==> src/bscu_pkg.sv <==
// ----------------------------------------------------------------------------
// bscu_pkg
// Shared types and constants for the barometric compensation pipeline.
// ----------------------------------------------------------------------------
package bscu_pkg;

  // calibration register indexes
  typedef enum logic [2:0] {
    IDX_SENS_BASE   = 3'd0,
    IDX_OFFSET_BASE = 3'd1,
    IDX_SENS_TEMP   = 3'd2,
    IDX_OFFSET_TEMP = 3'd3,
    IDX_REF_TEMP    = 3'd4,
    IDX_TEMP_SLOPE  = 3'd5
  } cfg_idx_t;

  // calibration words as seen by the datapath
  typedef struct packed {
    logic [15:0] sens_base;    // C1
    logic [15:0] offset_base;  // C2
    logic [15:0] sens_temp;    // C3
    logic [15:0] offset_temp;  // C4
    logic [15:0] ref_temp;     // C5
    logic [15:0] temp_slope;   // C6
  } coeff_t;

  // reset values of the calibration words
  localparam logic [15:0] RST_SENS_BASE   = 16'd40127;
  localparam logic [15:0] RST_OFFSET_BASE = 16'd36924;
  localparam logic [15:0] RST_SENS_TEMP   = 16'd23317;
  localparam logic [15:0] RST_OFFSET_TEMP = 16'd23282;
  localparam logic [15:0] RST_REF_TEMP    = 16'd33464;
  localparam logic [15:0] RST_TEMP_SLOPE  = 16'd28312;

  // temperature thresholds and output limits
  localparam int TEMP_REF   = 2000;
  localparam int TEMP_COLD  = -1500;
  localparam int TEMP_LOW   = -4000;
  localparam int TEMP_HIGH  = 8500;
  localparam int PRES_LOW   = 1000;
  localparam int PRES_HIGH  = 120000;

endpackage

==> src/bscu_coeff_regs.sv <==
// ----------------------------------------------------------------------------
// bscu_coeff_regs
// Calibration register file, written through a plain write port.
// ----------------------------------------------------------------------------
module bscu_coeff_regs
  import bscu_pkg::*;
(
  input  logic        clk,
  input  logic        rst,
  input  logic        cfg_write,
  input  logic [2:0]  cfg_index,
  input  logic [15:0] cfg_data,
  output coeff_t      coeff
);

  // register writes, indexes beyond the list are dropped
  always_ff @(posedge clk) begin
    if (rst) begin
      coeff.sens_base   <= RST_SENS_BASE;
      coeff.offset_base <= RST_OFFSET_BASE;
      coeff.sens_temp   <= RST_SENS_TEMP;
      coeff.offset_temp <= RST_OFFSET_TEMP;
      coeff.ref_temp    <= RST_REF_TEMP;
      coeff.temp_slope  <= RST_TEMP_SLOPE;
    end else if (cfg_write) begin
      case (cfg_idx_t'(cfg_index))
        IDX_SENS_BASE:   coeff.sens_base   <= cfg_data;
        IDX_OFFSET_BASE: coeff.offset_base <= cfg_data;
        IDX_SENS_TEMP:   coeff.sens_temp   <= cfg_data;
        IDX_OFFSET_TEMP: coeff.offset_temp <= cfg_data;
        IDX_REF_TEMP:    coeff.ref_temp    <= cfg_data;
        IDX_TEMP_SLOPE:  coeff.temp_slope  <= cfg_data;
        default: ;
      endcase
    end
  end

endmodule

==> config.mk <==
export PLATFORM = sky130hd
export DESIGN_NAME = bscu_coeff_regs
export DESIGN_NICKNAME = d
export VERILOG_FILES = /design/src/bscu_pkg.sv /design/src/bscu_coeff_regs.sv
export SDC_FILE = /design/constraint.sdc
export NUM_CORES = 1
export LEC_CHECK = 0
export BUFFER_PORTS_ARGS = -buffer_cell sky130_fd_sc_hd__buf_2
export CAP_MARGIN = 15
export CORE_ASPECT_RATIO = 0.9
export CORE_MARGIN = 2
export CORE_UTILIZATION = 45
export CTS_CLUSTER_SIZE = 40
export DETAILED_ROUTE_END_ITERATION = 6
export PLACE_DENSITY = 0.8
export SYNTH_ARGS = -nofsm -noshare
export SYNTH_HDL_FRONTEND = slang
export SYNTH_SLANG_ARGS = --single-unit
==> constraint.sdc <==
create_clock -name clk -period 1.7 [get_ports clk]
set_input_delay 0.17 -clock clk [delete_from_list [all_inputs] [get_ports clk]]
set_output_delay 0.17 -clock clk [all_outputs]
set_load 0.05 [all_outputs]
==> results of run 1 <==
## final cells by class
class	count	area (um2)	area share, %
Timing Repair Buffer	127	688	14.9
Clock buffer	10	128	2.76
Tap cell	99	124	2.67
Clock inverter	6	60.1	1.30
Multi-Input combinational cell	232	1710	36.9
Sequential cell	96	1920	41.5
## cell families (layout without fill, tap and decap cells)
logic type	after synthesis	count (layout)	share of synthesized area, %
and+or+nand+nor	136	136	19.4
muxes	96	96	25.6
DFF	96	96	51.1
buffers and inverters	27	143	3.90
## final timing paths
path / from / to / slack (ps) / cells past startpoint
setup / recovery: coeff[94] / coeff[94] / 530 / 1
hold reg to reg: coeff[35] / coeff[35] / 480 / 2
hold / removal: cfg_data[13] / coeff[13] / 120 / 3
setup reg to reg: coeff[2] / coeff[2] / 1050 / 2
## worst register-to-register path: stages (launching register included)
cell	delay [ps]
sky130_fd_sc_hd__dfxtp_1	360
sky130_fd_sc_hd__nand2b_1	70
sky130_fd_sc_hd__mux2i_1	150
## report_power, final
group	switching [mW]	total, mW	internal, mW
sequential	0.0265	2.32	2.30
combinational	0.348	0.503	0.155
clock	0.768	1.44	0.674
total	1.14	4.27	3.13
## cells in the mapped netlist
master and number:
sky130_fd_sc_hd__dfxtp_1 96, sky130_fd_sc_hd__mux2i_1 96, sky130_fd_sc_hd__nor2_1 64, sky130_fd_sc_hd__nand2b_1 63
sky130_fd_sc_hd__clkbuf_1 15, sky130_fd_sc_hd__buf_2 8, sky130_fd_sc_hd__and4b_1 2, sky130_fd_sc_hd__buf_6 2
sky130_fd_sc_hd__nand4b_1 2, sky130_fd_sc_hd__nand4bb_1 2, sky130_fd_sc_hd__nor4bb_1 2, sky130_fd_sc_hd__buf_12 1
sky130_fd_sc_hd__buf_4 1, sky130_fd_sc_hd__or4b_4 1
## stage by stage
stage	power, mW	worst slack, ps
after floorplan	2.74	400
after global placement	2.87	350
after detailed placement	2.88	319
after CTS	4.31	517
after global routing	4.43	493
final	4.27	534
## routing by layer
metal	vias up	share of wire [%]
li1	1386	-
met1	1330	47
met2	88	46
met3	8	6.1
met4	0	0.89
met5	-	0
==> flow_summary.ini, run 1 <==
[outcome]
run_status = completed

[placed_design]
dp.final_hpwl_um = 6500
port_buffers = 117
place.detailed.instances = 554
gpl.final_weighted_congestion = 0.854
place_area_um2 = 4440

[global_route]
grt-ovfl-total = 0
grt_util_met1_pct = 27.4
grt_antenna_before_repair = 0
grt.met3_usage_pct = 5.11
met2_usage_pct = 32.4
grt_first_pass_wirelength_um = 14500
grt_max_degree = 46
grt_pass1_vias = 2823
grt_util_all_layers_pct = 20.3
grt_most_used_layer = met2

[sta]
fin_setup_tns_ps = 0
timing.final.hold_violations = 0
min_period_over_period_pct = 68.6
maxSlewHeadroom_pct = 75.0
fin_skew_ps = 0
fmaxAchievable_mhz = 858
finalSetupViolations = 0
timing_worst_slew_pin_value_ps = 374
final_period_minus_worst_setup_slack_ps = 1170
whs_ps = 119
rsz0062_at_grt = no
final_max_slew_viol_count = 0

[layout]
finalCoreUtilization_pct = 57.4
final_common_cell = sky130_fd_sc_hd__buf_2
final.fill_count = 739
top_register = coeff
num-nets-final = 488
syn2layout_area_growth_pct = 23.3
antenna_cell_count = 0
final_cell_count_no_fill = 570
design_area_um2 = 4630
mostFrequentLayoutCells = sky130_fd_sc_hd__buf_2, sky130_fd_sc_hd__mux2i_1, sky130_fd_sc_hd__dfxtp_1, sky130_fd_sc_hd__nor2_1, sky130_fd_sc_hd__nand2b_1
drive_gt1_share_pct = 30.8
largest_register_ffs = 96
layout_top_registers = coeff (96)

[min_path]
min_path_type = primary input to register

[setup_path]
crit_arrival_ps = 1000
crit_path_start_kind = register
path_cells = buf_2
worstSetupEndpointType = output port
worst_path_bufs_invs = 1
timing.critical_path.max_delay_family = flip-flops
worst-endpoint-required_ps = 1530
critPathSlowestCell = sky130_fd_sc_hd__dfxtp_1
maximum_fanout_along_the_worst_path = 2
cp_max_stage_delay_ps = 370
critical_path_type = register to output port

[yosys]
synth.distinct_cells = 14
synthesis.area_um2 = 3760
yosysWarnings = 0
syn_avg_cell_area_um2 = 10.6
yosysSeqAreaShare_pct = 51.1
synth-seq-cells = 96
synth_fp_nets = 377
yosys.area.top_type = sky130_fd_sc_hd__dfxtp_1
share_of_yosys_cell_area_claimed_by_the_top_area_cell_type_pct = 51.1
synth_top_cells_by_area = sky130_fd_sc_hd__dfxtp_1, sky130_fd_sc_hd__mux2i_1, sky130_fd_sc_hd__nand2b_1
syn-instance-count = 355

[detailed_routing]
vias = 2812
route.detailed.drc = 0
drt-vias-per-instance = 4.93
number_of_routed_nets_with_antenna_violations = 0
detail_route.wl_per_cell_um = 16.0
wirelength_um = 9110
firstDrtPassIters = 4
drt_iter0_drc = 161

[floorplan]
chipHeight_um = 90.7
chip_width_um = 100
rows = 31
io-pin-count = 118
design.die.area_um2 = 9100
floorplan.initialDensity_pct = 46.6
core_um2 = 8070

[clock_network]
cts_num_sinks = 96
cts.path.max_buffers = 2
cts_repair_resize_count = 0
ctsHoldBuffers = 0
cts_htree_levels = 3
insertion_delay_ps = 350
cts_made_buffers = 9
clk_tree_root_cell = sky130_fd_sc_hd__clkbuf_8
post-cts-setup-buffer-count = 0
tritoncts_clock_tree = built
clkTransAtPathRegs_ps = 90

[pwr]
power-per-cell-area_nw_per_um2 = 921
vdd_ir_drop_max_mv = 0.441
p_leak_nw = 2.31

[job]
cap_viol_max_count = 0
No activity file was read; power rests on OpenSTA's default activity.
==> run 2, diff against run 1 <==
- PLACE_DENSITY: 0.8 -> 0.83
- clock period: 1.7 -> 0.9 ns (I/O delays scaled with it)
==> flow_summary.ini, run 2 (synthesized netlist as in run 1, its figures left out) <==
[setup_path]
cp_max_stage_delay_ps = 370
crit_arrival_ps = 880
cp-startpoint = coeff[22]
worst-r2r-cell-count = 3
worstSetupPathDepth = 1
path_cells = buf_8
startpoint_of_the_lowest_slack_register_to_register_path = coeff[22]
critPathSlowestCell = sky130_fd_sc_hd__dfxtp_2
worstReg2RegEnd = coeff[22]
maximum_fanout_along_the_worst_path = 2
timing.critical_path.max_delay_family = flip-flops
reg2reg_setup_slack_ps = 50
crit_path_start_kind = register
worstSetupEndpoint = coeff[22]
worst_path_bufs_invs = 1
worst-endpoint-required_ps = 810
worstSetupEndpointType = output port
critical_path_type = register to output port

[detailed_routing]
drt-vias-per-instance = 5.01
firstDrtPassIters = 4
detail_route.wl_per_cell_um = 17.9
vias = 3076
wirelength_um = 11000
drt_iter0_drc = 81
route.detailed.drc = 0
number_of_routed_nets_with_antenna_violations = 0

[placed_design]
dp.final_hpwl_um = 6620
port_buffers = 117
place.detailed.instances = 572
gpl.final_weighted_congestion = 0.879

[layout]
drive_gt1_share_pct = 55.5
final.fill_count = 489
layout_top_registers = coeff (96)
mostFrequentLayoutCells = sky130_fd_sc_hd__mux2i_1, sky130_fd_sc_hd__dfxtp_2, sky130_fd_sc_hd__buf_8, sky130_fd_sc_hd__nor2_1, sky130_fd_sc_hd__nand2b_1
syn2layout_area_growth_pct = 63.1
area_used_by_multi_input_combinational_logic_um2 = 1720
largest_register_ffs = 96
num-nets-final = 533
final_cell_count_no_fill = 614
top_register = coeff
antenna_cell_count = 0
register_area_um2 = 2040

[clock_network]
cts_htree_levels = 3
clkTransAtPathRegs_ps = 90
cts_num_sinks = 96
cts.path.max_buffers = 2
insertion_delay_ps = 340
clk_tree_root_cell = sky130_fd_sc_hd__clkbuf_8
tritoncts_clock_tree = built
ctsHoldBuffers = 0
cts_made_buffers = 9

[outcome]
violations = negative setup slack
run_status = finished with violations

[floorplan]
floorplan.initialDensity_pct = 46.6
chip_width_um = 100
io-pin-count = 118
chipHeight_um = 90.7
design.die.area_um2 = 9100
core_um2 = 8070
rows = 31

[sta]
fin_skew_ps = 0
finalSetupViolations = 96
final_period_minus_worst_setup_slack_ps = 965
timing.final.hold_violations = 0
fmaxAchievable_mhz = 1040
fin_ws_ps = -65.5
fin_setup_tns_ps = -3650
final_max_slew_viol_count = 0
timing_worst_slew_pin_value_ps = 345
rsz0062_at_grt = yes
maxSlewHeadroom_pct = 76.9
min_period_over_period_pct = 107

[job]
cap_viol_max_count = 0

[global_route]
grt-ovfl-total = 0
grt_max_degree = 54
grt_pass1_vias = 3257
grt_util_all_layers_pct = 23.5
grt_antenna_before_repair = 0
grt_first_pass_wirelength_um = 16700

[min_path]
worstHoldPathCells = 3
min_path_type = primary input to register

[pwr]
p_leak_nw = 2.91
power-per-cell-area_nw_per_um2 = 1420
vdd_ir_drop_max_mv = 0.993
run 2: changes by cell type in the layout (fill, tap and decap cells not counted), sizes merged:
cell	delta
buf	+44
bufinv	+1
clkinv	-1
run 2: repair_timing:
item	4_1_cts	5_1_grt
hold endpoints to repair	0	0
pin swaps	0	1
cloned	0	1
resized for setup	347	29
setup buffers	13	13
endpoints found under the setup margin	96	103
run 2: layer usage:
metal / track usage, % / vias up / routed length [um]
met1: 28.1 / 1467 / 4560
met5: 0 / - / 0
met3: 5.73 / 28 / 546
li1: - / 1477 / -
met2: 40.4 / 104 / 5580
met4: 8.79 / 0 / 283
run 2: cell type report:
cell class                      instances  share of cell area (%)
Tap cell                               99                    2.02
Multi-Input combinational cell        232                    28.1
Clock buffer                            9                    2.02
Clock inverter                          6                    1.39
Sequential cell                        96                    33.3
Timing Repair Buffer                  172                    33.2
run 2: how the worst min path moves through the flow:
stage                     slack [ps]        end         start
after floorplan                  260  coeff[56]   cfg_data[8]
after global placement           370  coeff[56]   cfg_data[8]
after detailed placement         390  coeff[56]   cfg_data[8]
after CTS                          8  coeff[27]  cfg_data[11]
after global routing              20  coeff[73]   cfg_data[9]
final                             30  coeff[27]  cfg_data[11]
run 2: power breakdown:
part | internal (mW) | leakage [nW] | total [mW] | switching (mW)
combinational | 0.569 | 2.03 | 1.27 | 0.703
clock | 1.54 | 0.101 | 3.01 | 1.46
sequential | 4.36 | 0.780 | 4.45 | 0.0908
total | 6.47 | 2.91 | 8.72 | 2.26
run 2: metrics by stage:
step                      total power, mW  util, %  cell area, um2  hold WS, ps  worst slack [ps]
after CTS                            8.66     73.0            5890         7.56             -69.9
after detailed placement             5.51     57.5            4640          385              -382
final                                8.72     75.9            6130         29.5             -65.5
after floorplan                      5.19        -            3820          257              -288
after global placement               5.50     57.5            4640          371              -334
after global routing                 9.04     75.9            6130         24.3             -90.9
